**src/rtl/oach_pkg.sv**
```systemverilog
`default_nettype none
// ----------------------------------------------------------------------------
// oach_pkg: shared constants and types of the angular convex hull
// Widths, datapath command and status words, shared by controller and datapath.
// ----------------------------------------------------------------------------
package oach_pkg;

   localparam int CAPACITY    = 1024;
   localparam int COORD_BITS  = 21;
   localparam int CENTER_W    = COORD_BITS + 1;     // doubled center
   localparam int REL_W       = COORD_BITS + 2;     // doubled relative coordinate
   localparam int DIFF_W      = REL_W + 1;          // difference of two coordinates
   localparam int PROD_W      = 2 * DIFF_W;
   localparam int CNT_W       = $clog2(CAPACITY + 1);
   localparam int IDX_W       = $clog2(CAPACITY);
   localparam int ENTRY_W     = 2 * REL_W;
   localparam int MIN_CLEANUP = 3;                  // no neighbor erase at or below this

   typedef enum logic [1:0] {SLOT_HOLD, SLOT_MEM, SLOT_PT} slot_src_type;

   typedef enum logic [2:0] {
      RD_POS, RD_PREV, RD_PREV2, RD_NEXT, RD_NEXT2, RD_IDX_DN, RD_IDX_UP
   } rd_sel_type;

   typedef enum logic [1:0] {WR_NONE, WR_POINT, WR_SHIFT} wr_sel_type;

   typedef enum logic [1:0] {
      MUL_ANGLE, MUL_DIST_PT, MUL_DIST_TAB, MUL_REFLEX
   } mul_sel_type;

   typedef enum logic [2:0] {
      POS_HOLD, POS_CLEAR, POS_INC, POS_BACK_ERASE, POS_FWD_ERASE
   } pos_op_type;

   typedef enum logic [2:0] {
      IDX_HOLD, IDX_COUNT, IDX_PREV, IDX_NEXT, IDX_POS, IDX_DEC, IDX_INC
   } idx_op_type;

   typedef enum logic [1:0] {CNT_HOLD, CNT_INC, CNT_DEC} cnt_op_type;

   typedef struct packed {
      logic         load_point;
      rd_sel_type   rd_sel;
      wr_sel_type   wr_sel;
      mul_sel_type  mul_sel;
      slot_src_type ld_a;
      slot_src_type ld_b;
      slot_src_type ld_c;
      pos_op_type   pos_op;
      idx_op_type   idx_op;
      cnt_op_type   cnt_op;
      logic         save_dist;
   } cmd_type;

   typedef struct packed {
      logic pos_end;
      logic ang_less;
      logic ang_eq;
      logic farther;
      logic full;
      logic small_hull;
      logic shift_more;
      logic erase_more;
      logic reflex;
   } stat_type;

endpackage
`default_nettype wire

```
**src/rtl/oach_ctrl.sv**
```systemverilog
`default_nettype none
// ----------------------------------------------------------------------------
// oach_ctrl: sequencer of the hull update
// Walks search, replace or insert, backward and forward clean-up, final test.
// ----------------------------------------------------------------------------
module oach_ctrl (
   input  wire logic              clock,
   input  wire logic              reset,
   input  wire logic              start,
   output logic                   busy,
   output logic                   done,
   output logic                   overflow,
   output oach_pkg::cmd_type      cmd,
   input  wire oach_pkg::stat_type stat
);
   import oach_pkg::*;

   typedef enum logic [4:0] {
      IDLE, SRCH, SRCH_LD, SRCH_MUL, SRCH_CMP,
      DIST_P, DIST_T, DIST_CMP,
      INS, SHIFT, SHIFT_WR,
      BACK, BACK_A, BACK_B, BACK_MUL, BACK_TEST,
      FWD, FWD_B, FWD_C, FWD_MUL, FWD_TEST,
      LAST, LAST_A, LAST_C, LAST_MUL, LAST_TEST,
      ERASE, ERASE_WR, DONE
   } state_type;

   typedef enum logic [1:0] {PH_BACK, PH_FWD, PH_LAST} phase_type;

   state_type state_ff, state_in;
   phase_type phase_ff, phase_in;
   logic      ovf_ff, ovf_in;

   always_comb begin
      state_in = state_ff;
      phase_in = phase_ff;
      ovf_in   = ovf_ff;
      cmd      = '{load_point: 1'b0, rd_sel: RD_POS, wr_sel: WR_NONE,
                   mul_sel: MUL_ANGLE, ld_a: SLOT_HOLD, ld_b: SLOT_HOLD,
                   ld_c: SLOT_HOLD, pos_op: POS_HOLD, idx_op: IDX_HOLD,
                   cnt_op: CNT_HOLD, save_dist: 1'b0};
      case (state_ff)
         IDLE: begin
            if (start) begin
               cmd.load_point = 1'b1;
               cmd.pos_op     = POS_CLEAR;
               ovf_in         = 1'b0;
               state_in       = SRCH;
            end
         end
         SRCH: begin
            if (stat.pos_end) begin
               state_in = INS;
            end else begin
               cmd.rd_sel = RD_POS;
               state_in   = SRCH_LD;
            end
         end
         SRCH_LD: begin
            cmd.ld_b = SLOT_MEM;
            state_in = SRCH_MUL;
         end
         SRCH_MUL: begin
            cmd.mul_sel = MUL_ANGLE;
            state_in    = SRCH_CMP;
         end
         SRCH_CMP: begin
            if (stat.ang_less) begin
               cmd.pos_op = POS_INC;
               state_in   = SRCH;
            end else if (stat.ang_eq) begin
               state_in = DIST_P;
            end else begin
               state_in = INS;
            end
         end
         DIST_P: begin
            cmd.mul_sel = MUL_DIST_PT;
            state_in    = DIST_T;
         end
         DIST_T: begin
            cmd.save_dist = 1'b1;
            cmd.mul_sel   = MUL_DIST_TAB;
            state_in      = DIST_CMP;
         end
         DIST_CMP: begin
            if (stat.farther) begin
               cmd.wr_sel = WR_POINT;
               state_in   = BACK;
            end else begin
               state_in = DONE;
            end
         end
         INS: begin
            if (stat.full) begin
               ovf_in   = 1'b1;
               state_in = DONE;
            end else begin
               cmd.idx_op = IDX_COUNT;
               state_in   = SHIFT;
            end
         end
         SHIFT: begin
            if (stat.shift_more) begin
               cmd.rd_sel = RD_IDX_DN;
               state_in   = SHIFT_WR;
            end else begin
               cmd.wr_sel = WR_POINT;
               cmd.cnt_op = CNT_INC;
               state_in   = BACK;
            end
         end
         SHIFT_WR: begin
            cmd.wr_sel = WR_SHIFT;
            cmd.idx_op = IDX_DEC;
            state_in   = SHIFT;
         end
         BACK: begin
            if (stat.small_hull) begin
               state_in = FWD;
            end else begin
               cmd.rd_sel = RD_PREV2;
               state_in   = BACK_A;
            end
         end
         BACK_A: begin
            cmd.ld_a   = SLOT_MEM;
            cmd.rd_sel = RD_PREV;
            state_in   = BACK_B;
         end
         BACK_B: begin
            cmd.ld_b = SLOT_MEM;
            cmd.ld_c = SLOT_PT;
            state_in = BACK_MUL;
         end
         BACK_MUL: begin
            cmd.mul_sel = MUL_REFLEX;
            state_in    = BACK_TEST;
         end
         BACK_TEST: begin
            if (stat.reflex) begin
               cmd.idx_op = IDX_PREV;
               cmd.pos_op = POS_BACK_ERASE;
               phase_in   = PH_BACK;
               state_in   = ERASE;
            end else begin
               state_in = FWD;
            end
         end
         FWD: begin
            if (stat.small_hull) begin
               state_in = LAST;
            end else begin
               cmd.ld_a   = SLOT_PT;
               cmd.rd_sel = RD_NEXT;
               state_in   = FWD_B;
            end
         end
         FWD_B: begin
            cmd.ld_b   = SLOT_MEM;
            cmd.rd_sel = RD_NEXT2;
            state_in   = FWD_C;
         end
         FWD_C: begin
            cmd.ld_c = SLOT_MEM;
            state_in = FWD_MUL;
         end
         FWD_MUL: begin
            cmd.mul_sel = MUL_REFLEX;
            state_in    = FWD_TEST;
         end
         FWD_TEST: begin
            if (stat.reflex) begin
               cmd.idx_op = IDX_NEXT;
               cmd.pos_op = POS_FWD_ERASE;
               phase_in   = PH_FWD;
               state_in   = ERASE;
            end else begin
               state_in = LAST;
            end
         end
         LAST: begin
            cmd.rd_sel = RD_PREV;
            state_in   = LAST_A;
         end
         LAST_A: begin
            cmd.ld_a   = SLOT_MEM;
            cmd.rd_sel = RD_NEXT;
            state_in   = LAST_C;
         end
         LAST_C: begin
            cmd.ld_c = SLOT_MEM;
            cmd.ld_b = SLOT_PT;
            state_in = LAST_MUL;
         end
         LAST_MUL: begin
            cmd.mul_sel = MUL_REFLEX;
            state_in    = LAST_TEST;
         end
         LAST_TEST: begin
            if (stat.reflex) begin
               cmd.idx_op = IDX_POS;
               phase_in   = PH_LAST;
               state_in   = ERASE;
            end else begin
               state_in = DONE;
            end
         end
         ERASE: begin
            if (stat.erase_more) begin
               cmd.rd_sel = RD_IDX_UP;
               state_in   = ERASE_WR;
            end else begin
               cmd.cnt_op = CNT_DEC;
               case (phase_ff)
                  PH_BACK: state_in = BACK;
                  PH_FWD:  state_in = FWD;
                  default: state_in = DONE;
               endcase
            end
         end
         ERASE_WR: begin
            cmd.wr_sel = WR_SHIFT;
            cmd.idx_op = IDX_INC;
            state_in   = ERASE;
         end
         DONE: begin
            state_in = IDLE;
         end
         default: begin
            state_in = IDLE;
         end
      endcase
   end

   always_ff @(posedge clock) begin
      if (reset) begin
         state_ff <= IDLE;
         phase_ff <= PH_BACK;
         ovf_ff   <= 1'b0;
      end else begin
         state_ff <= state_in;
         phase_ff <= phase_in;
         ovf_ff   <= ovf_in;
      end
   end

   assign busy     = (state_ff != IDLE);
   assign done     = (state_ff == DONE);
   assign overflow = ovf_ff;

endmodule
`default_nettype wire

```
**config.mk**
```make
export PLATFORM = sky130hd
export DESIGN_NAME = oach_ctrl
export DESIGN_NICKNAME = d
export VERILOG_FILES = /design/src/rtl/oach_pkg.sv /design/src/rtl/oach_ctrl.sv
export SDC_FILE = /design/constraint.sdc
export NUM_CORES = 1
export LEC_CHECK = 0
export CORE_MARGIN = 4
export CORE_UTILIZATION = 30
export DETAILED_ROUTE_END_ITERATION = 16
export DONT_BUFFER_PORTS = 1
export PLACE_DENSITY_LB_ADDON = 0.15
export SLEW_MARGIN = 20
export SYNTH_ARGS = -nofsm -noshare
export SYNTH_HDL_FRONTEND = slang
export SYNTH_SLANG_ARGS = --single-unit
```
**constraint.sdc**
```tcl
create_clock -name clock -period 1.8 [get_ports clock]
set_input_delay 0.09 -clock clock [delete_from_list [all_inputs] [get_ports clock]]
set_output_delay 0.09 -clock clock [all_outputs]
set_load 0.005 [all_outputs]
```
==> flow_summary.json, run 1 <==
{
  "dp_slack_ps": 133,
  "cts.htree.levels": 1,
  "clockBufferDepth": 2,
  "synth-simple-area-share_pct": 37.3,
  "critPathTopFamily": "simple AND/OR/NAND/NOR gates",
  "cpMostUsedCell": "buf_4",
  "clockRootBuffer": "clkbuf_8",
  "finalHoldViolations": 0,
  "io_buffers": 0,
  "leakage_uw": 0.000530,
  "cts_buffers": 3,
  "post_cts_buffers": 0,
  "layout-drive-gt1-share_pct": 22.0,
  "max_cap_violations": 0,
  "worstSetupPathType": "reg -> out",
  "antennaDiodeCount": 0,
  "final_antenna_net_count": 0,
  "synth.area.mux_share_pct": 2.55,
  "synth_fp_nets": 184,
  "dieArea_sq_um": 5180,
  "slowest_delay_ps": 360,
  "yosysTopAreaCell": "dfxtp_1",
  "slew_headroom_pct": 67.8,
  "wl_mm": 4.39,
  "crit_chain": "buf_4 -> nor2_1 -> nand4_1 -> o41ai_1 -> buf_4",
  "grt_pass1_wl_mm": 7.19,
  "setup_viol": 0,
  "firstDrtPassIters": 4,
  "synthArstFlopShare_pct": 0,
  "outcome": "finished clean",
  "rsz0062_at_grt": "false",
  "start_util_pct": 32.3,
  "vias": 1445,
  "gr-total-overflow": 0,
  "die_y_microns": 72.0,
  "min_period_over_period_pct": 94.1,
  "synth_warnings": 0,
  "critPathLaunchType": "flop",
  "multiInputGateArea_sq_um": 945,
  "synth-xor-area-share_pct": 0,
  "post-route-min-period_ps": 1690,
  "postSynthCellCount": 172,
  "cp_num_buf_inv": 2,
  "ys_seq_area_share_pct": 13.0,
  "critical_path.max_fanout": 15,
  "wl_per_cell_microns": 19.1,
  "tritoncts": "yes",
  "synth_seq_cells": 8,
  "timing.final.ws_setup_ps": 106,
  "endpoint_kind": "primary output",
  "dpl.hpwl_mm": 3.30,
  "tightest_slew_ps": 481,
  "clkTransAtPathRegs_ps": 40,
  "synthDistinctLibCells": 55,
  "avgSynthCellArea_sq_um": 7.14,
  "rows": 22,
  "die_w_microns": 72.0,
  "r2r_slack_ps": 210,
  "slew_viol_final": 0,
  "grt_max_degree": 35,
  "ys.flop_type": "dfxtp_1",
  "grt_pass1_vias": 1418,
  "fin_tns_setup_ps": 0,
  "drcViolationCount": 0,
  "io_pins": 38,
  "critPathRequiredTime_ps": 1710,
  "coreArea_sq_um": 3800,
  "hp-class": "in -> reg",
  "synth_top_family_by_area": "simple AND/OR/NAND/NOR gates",
  "track_usage_pct": 17.2,
  "synth_edf_count": 0,
  "netlist_top_cells_area": "dfxtp_1, nand2b_1, nor2_1",
  "timing.fmax_mhz": 590,
  "routabilityCongestion": 0.910,
  "dpl_cell_area_sq_um": 1370,
  "powerDensity_nw_per_um2": 1050,
  "layout.nets": 196,
  "synth-compound-area-share_pct": 35.7,
  "synth_area_sq_um": 1230,
  "slowest_stage": "dfxtp_1",
  "fin_worst_skew_ps": 1.59,
  "seqCellArea_sq_um": 164,
  "routed_via_density": 6.28,
  "synthAdderAreaFrac_pct": 0,
  "dr.first_iter.drc_count": 192,
  "ir_drop_mv": 0.312,
  "grt_antenna_before_repair": 0,
  "insertion_delay_ps": 220,
  "fillers": 407,
  "synth_top_area_share_pct": 13.0,
  "stdcell_area_sq_um": 1440,
  "areaGrowthSynthToFinish_pct": 17.6,
  "critPathArrivalTime_ps": 1600,
  "cts_sinks": 8,
  "hold_slack_ps": 83.6
}
## per-layer routing
metal / track usage [%] / vias to the layer above / part of all wire [%]
met3: 5.12 / 8 / 8.4
met2: 26.8 / 73 / 48
met5: 0 / - / 0
met1: 22.9 / 682 / 42
li1: - / 682 / -
met4: 4.59 / 0 / 1.4
## what timing repair did
action                                  CTS  global route
resized for setup                         1             5
endpoints found under the setup margin    8             7
gates cloned                              0             0
hold buffers                              1             0
pin swaps                                 0             0
endpoints found under the hold margin     4             0
## stage by stage
stage                     utilization [%]  instances  total power, uW
final                                38.0        230             1510
after global routing                 38.0        230             1620
after CTS                            37.5        230             1490
after detailed placement             36.1        226             1270
after global placement               36.1        226             1280
after floorplan                         -        172              955
## final timing paths
check / startpoint / cells past startpoint / to
max reg2reg: state_ff[1] / 5 / state_ff[2]
min reg2reg: phase_ff[1] / 2 / phase_ff[1]
min: stat[4] / 2 / overflow
max: state_ff[1] / 5 / cmd[3]
## cell usage after synthesis, types with 4 or more instances
library cell	instances
inv_1	6
nor2b_1	6
buf_2	10
nor3_1	10
dfxtp_1	8
buf_6	4
a31oi_1	7
nor2_1	16
o21ai_0	9
and2b_1	4
a21oi_1	11
nand2b_1	10
nand3_1	5
nand2_1	5
## cell type report
class                   count  share of cell area (%)
repair buffers             24                    14.4
clock buffers               3                    2.86
flip-flops and latches      8                    11.4
well taps                  48                    4.16
multi-input cells         140                    65.4
inverters                   7                    1.82
## cell families after synthesis
family                 count (synthesis)
and+or+nand+nor                       76
muxes                                  3
buffers and inverters                 24
DFF                                    8
AOI/OAI and AO/OA                     61
## registers in the layout, indices dropped and copies added (netlist names)
| register | count |
|---|---|
| phase_ff | 2 |
| state_ff | 5 |
| overflow | 1 |
## placed cells by master, fill, tap and decap left out, drive strengths merged, types with 2 or more instances in the layout
master / count
clkbuf: 3
nor2: 16
nand3: 5
nand4: 2
nand4b: 2
and2b: 4
inv: 7
o32ai: 3
buf: 23
nor2b: 6
or3: 3
dfxtp: 8
a21oi: 11
o22ai: 2
a31oi: 7
o22a: 2
and3: 2
nor3: 10
a311oi: 2
o21a: 2
nand2: 5
a211oi: 2
nor4: 2
nand3b: 3
o31ai: 3
mux2i: 2
o21ai: 11
a22o: 2
o21bai: 2
nand2b: 11
a41oi: 3
o41ai: 2
## power breakdown
group	internal, uW	switching (uW)	total [uW]
sequential	212	48.8	261
combinational	433	607	1040
clock	144	66.2	211
(Power assumes the default switching activity.)
==> run 2: changes to the inputs <==
==> constraint.sdc (replaced) <==
create_clock -name clock -period 1.8 [get_ports clock]
set_input_delay 0.54 -clock clock [delete_from_list [all_inputs] [get_ports clock]]
set_output_delay 0.54 -clock clock [all_outputs]
set_load 0.005 [all_outputs]
==> run 2 against run 1 <==
The run now ends with negative setup slack left. Combinational power grew 78%. Critical path type unchanged. Highest routed layer unchanged. Clock skew up 0.67 ps. Largest power group unchanged. Total power increased by 59%. Routed wire length is 37% higher.
==> flow_summary.json, run 2 (same netlist as run 1, synthesis figures left out) <==
{
  "final_common_cell": "buf_4",
  "finalNonFillerCells": 281,
  "start_util_pct": 32.3,
  "tritoncts": "yes",
  "fillers": 314,
  "top_register": "state_ff",
  "grt_pass1_vias": 1799,
  "clockRootBuffer": "clkbuf_8",
  "grt_max_degree": 16,
  "clkPwrFrac_pct": 9.0,
  "outcome": "finished, violations left",
  "worstSetupPathType": "reg -> out",
  "timing.final.ws_setup_ps": -174,
  "grt_pass1_wl_mm": 8.92,
  "grt_antenna_before_repair": 0,
  "cp-endpoint": "cmd[20]",
  "wl_mm": 6.01,
  "powerDensity_nw_per_um2": 1040,
  "tightest_slew_ps": 315,
  "wl_per_cell_microns": 21.4,
  "die_w_microns": 72.0,
  "die_y_microns": 72.0,
  "largest_reg_flops": 5,
  "rr_endpoint": "state_ff[0]",
  "firstDrtPassIters": 4,
  "layout.nets": 247,
  "routed_via_density": 6.35,
  "io_pins": 38,
  "critPathRequiredTime_ps": 1260,
  "leakage_uw": 0.000958,
  "antennaDiodeCount": 0,
  "insertion_delay_ps": 230,
  "clockBufferDepth": 2,
  "coreArea_sq_um": 3800,
  "fin_worst_skew_ps": 2.26,
  "layout-drive-gt1-share_pct": 60.9,
  "drcViolationCount": 0,
  "setup_viol": 19,
  "final_antenna_net_count": 0,
  "gr-total-overflow": 0,
  "rsz0062_at_grt": "true",
  "hold_buffers": 0,
  "cts_sinks": 8,
  "clkTransAtPathRegs_ps": 40,
  "rows": 22,
  "dp_cells": 254,
  "min_period_over_period_pct": 110,
  "dpl.hpwl_mm": 3.78,
  "critPathLaunchType": "flop",
  "hp-class": "in -> reg",
  "timing.fmax_mhz": 507,
  "finalHoldViolations": 0,
  "min_from": "reset",
  "r2r-start": "state_ff[2]",
  "cts.htree.levels": 1,
  "r2r_cells": 7,
  "slew_headroom_pct": 78.7,
  "vias": 1784,
  "r2r_slack_ps": 70,
  "endpoint_kind": "primary output",
  "slew_viol_final": 0,
  "critical_path.max_fanout": 9,
  "seqPwrFrac_pct": 13.8,
  "intPower_uw": 1300,
  "final_cell_mix": "buf_4, buf_6, a21oi_1",
  "max_cap_violations": 0,
  "dieArea_sq_um": 5180,
  "critPathArrivalTime_ps": 1430,
  "routabilityCongestion": 0.917,
  "io_buffers": 0,
  "track_usage_pct": 21.7,
  "ir_drop_mv": 0.403,
  "cp-startpoint": "state_ff[0]",
  "post-route-min-period_ps": 1970,
  "cts_buffers": 3,
  "areaGrowthSynthToFinish_pct": 87.4,
  "dr.first_iter.drc_count": 221,
  "p_sw_uw": 1090,
  "violations": "negative setup slack",
  "p_sw_share_pct": 45.6,
  "finalPower_uw": 2400,
  "power_frac_comb_pct": 77.2
}
run 2: worst max-delay path, stage by stage (launching register included):
cell and delay, ps:
dfxtp_4 460, nand2b_2 280, nor2_1 100, a21oi_1 240, o31ai_2 120
run 2: metal layers:
layer / global-route usage [%] / up-vias / share of wire, %
li1: - / 782 / -
met1: 24.0 / 874 / 37
met2: 38.1 / 92 / 50
met3: 7.06 / 36 / 7.6
met4: 9.19 / 0 / 5.4
met5: 0 / - / 0
run 2: area by class of cell:
class,instances,area [sq um],area share [%]
timing repair buffer,75,718,31.2
clock buffer,3,41.3,1.80
sequential,8,179,7.78
inverter,7,33.8,1.47
multi-input combinational,140,1270,55.1
tap,48,60.1,2.61
run 2: power by group through the flow:
stage                     clock [uW]  combinational [uW]  sequential, uW
after floorplan                    0                 730             225
after global placement             0                1120             293
after detailed placement           0                1120             293
after CTS                        221                1510             309
after global routing             232                1950             332
final                            216                1850             332
run 2: worst min path at each step:
stage / end / cells after the start / slack, ps
after floorplan: phase_ff[1] / 2 / 480
after global placement: phase_ff[1] / 2 / 510
after detailed placement: phase_ff[1] / 2 / 510
after CTS: state_ff[1] / 1 / 370
after global routing: state_ff[1] / 1 / 360
final: state_ff[1] / 1 / 370
run 2: timing repair:
| item | CTS | global route |
|---|---|---|
| setup endpoints to repair | 25 | 25 |
| buffers inserted | 15 | 9 |
| cloned | 1 | 0 |
| pin swaps | 10 | 16 |
| resized for setup | 67 | 53 |
run 2: stage by stage:
stage               TNS [ps]  utilization (%)  setup WS (ps)  hold WS, ps  cell area [sq um]
global route           -2600             60.5           -245          364               2300
floorplan                  0                -           24.1          478               1230
finish                 -1640             60.5           -174          373               2300
global placement        -857             41.3          -96.4          505               1570
CTS                     -968             52.9          -97.0          369               2010
detailed placement     -1200             41.3           -113          508               1570
==> run 3: changes to the inputs <==
- CAP_MARGIN: not set -> 0
- SKIP_LAST_GASP: not set -> 1
==> run 3 against run 2 <==
Sequential power shrank 4%. First-iteration DRC count grew 27%. Critical path depth grew 2. Total power shrank 11%. Routed wire length shrank 9.0%. The run still ends with negative setup slack left. Fmax grew 2.8%. Largest power group unchanged. Critical path type unchanged. Core utilization shrank 6.1 points. Largest cell class unchanged. Global-route usage shrank 0.29 points. Hold slack is essentially flat.
==> flow_summary.json, run 3 (same netlist as run 1, synthesis figures left out) <==
{
  "final_common_cell": "buf_4",
  "vias": 1671,
  "dr.first_iter.drc_count": 280,
  "layout.nets": 240,
  "areaGrowthSynthToFinish_pct": 68.6,
  "tightest_slew_ps": 380,
  "grt_max_degree": 16,
  "critPathLaunchType": "flop",
  "tritoncts": "yes",
  "wl_per_cell_microns": 20.0,
  "top_register": "state_ff",
  "die_w_microns": 72.0,
  "finalHoldViolations": 0,
  "hold_end": "state_ff[1]",
  "r2r_cells": 7,
  "wl_mm": 5.47,
  "grt_antenna_before_repair": 0,
  "clkTransAtPathRegs_ps": 40,
  "fin_worst_skew_ps": 2.59,
  "max_cap_violations": 0,
  "post-route-min-period_ps": 1920,
  "outcome": "finished, violations left",
  "critPathRequiredTime_ps": 1260,
  "clockRootBuffer": "clkbuf_8",
  "largest_reg_flops": 5,
  "worstSetupPathType": "reg -> out",
  "firstDrtPassIters": 4,
  "r2r-start": "state_ff[2]",
  "coreArea_sq_um": 3800,
  "die_y_microns": 72.0,
  "antennaDiodeCount": 0,
  "cp-startpoint": "state_ff[3]",
  "routabilityCongestion": 0.917,
  "timing.final.ws_setup_ps": -120,
  "ir_drop_mv": 0.402,
  "io_pins": 38,
  "fillers": 351,
  "start_util_pct": 32.3,
  "leakage_uw": 0.000873,
  "hp-class": "in -> reg",
  "slew_viol_final": 0,
  "cts_buffers": 3,
  "layout-drive-gt1-share_pct": 52.7,
  "critPathTopFamily": "flip-flops",
  "clockBufferDepth": 2,
  "cts.htree.levels": 1,
  "grt_pass1_wl_mm": 8.79,
  "seqCellArea_sq_um": 179,
  "hold_buffers": 0,
  "endpoint_kind": "primary output",
  "crit_chain": "buf_8 -> nand2b_4 -> buf_6 -> nor4_4 -> a21oi_1 -> o31ai_2",
  "timing.fmax_mhz": 521,
  "cp_num_buf_inv": 2,
  "final_antenna_net_count": 0,
  "min_from": "reset",
  "critical_path.max_fanout": 6,
  "rows": 22,
  "insertion_delay_ps": 230,
  "powerDensity_nw_per_um2": 1030,
  "final_cell_mix": "buf_4, a21oi_1, buf_6",
  "slowest_delay_ps": 380,
  "critPathArrivalTime_ps": 1380,
  "gr-total-overflow": 0,
  "r2r_slack_ps": 20,
  "slowest_stage": "dfxtp_4",
  "dieArea_sq_um": 5180,
  "worstHoldPathCells": 1,
  "setup_viol": 19,
  "fin_util_pct": 54.5,
  "multiInputGateArea_sq_um": 1150,
  "dpl.hpwl_mm": 3.78,
  "io_buffers": 0,
  "slew_headroom_pct": 74.6,
  "routed_via_density": 6.10,
  "rsz0062_at_grt": "true",
  "drcViolationCount": 0,
  "finalPower_uw": 2140,
  "rr_endpoint": "state_ff[0]",
  "cts_sinks": 8,
  "grt_pass1_vias": 1743,
  "violations": "negative setup slack",
  "min_period_over_period_pct": 107,
  "track_usage_pct": 21.4
}
==> run 3: cell count changes in the layout (fill, tap and decap cells not counted), moves of 2 or more <==
cell / previous run / this run
a21oi_2: 3 / 0
nor3_2: 1 / 3
nand2_1: 2 / 4
buf_8: 5 / 3
buf_6: 18 / 10
nor2_1: 7 / 9
nor2_4: 5 / 1
nor2_2: 4 / 6
buf_4: 49 / 53
nor3_4: 4 / 2
a21oi_1: 8 / 11
==> run 3: how the worst max path moves through the flow <==
stage              end  slack (ps)  cells after the start
4_1_cts        cmd[15]        -100                      4
2_1_floorplan   cmd[6]          20                      4
6_report       cmd[20]        -120                      6
3_3_place_gp   cmd[20]        -100                      5
3_5_place_dp    cmd[3]        -110                      4
5_1_grt        cmd[20]        -190                      6
==> run 3: what timing repair did <==
action	in CTS	in global routing
endpoints found under the setup margin	25	25
resized for setup	62	14
endpoints found under the hold margin	0	0
gates cloned	1	0
buffers inserted	15	2
pin swaps	10	2
==> run 3: per-stage QoR <==
| stage | setup WS [ps] | instances | setup TNS [ps] | hold WS (ps) | cell area, sq um |
|---|---|---|---|---|---|
| floorplan | 24.1 | 172 | 0 | 478 | 1230 |
| global placement | -96.4 | 254 | -857 | 505 | 1570 |
| detailed placement | -113 | 254 | -1200 | 508 | 1570 |
| CTS | -97.0 | 272 | -1020 | 369 | 1990 |
| global route | -191 | 274 | -2540 | 364 | 2070 |
| finish | -120 | 274 | -1260 | 373 | 2070 |
==> run 3: area by class of cell <==
class	instances	area share, %
repair buffers	68	29.4
flip-flops and latches	8	8.65
multi-input cells	140	55.6
clock buffers	3	2.00
inverters	7	1.51
well taps	48	2.90
==> run 3: routing by layer <==
layer / track usage, % / routed length, microns
met1: 24.3 / 2080
met2: 37.1 / 2790
met3: 6.65 / 423
met4: 8.98 / 174
met5: 0 / 0
==> run 3: power breakdown <==
group	switching, uW	internal, uW	total, uW
clock network	71.6	145	217
registers	94.3	225	320
logic	803	800	1600
total	969	1170	2140
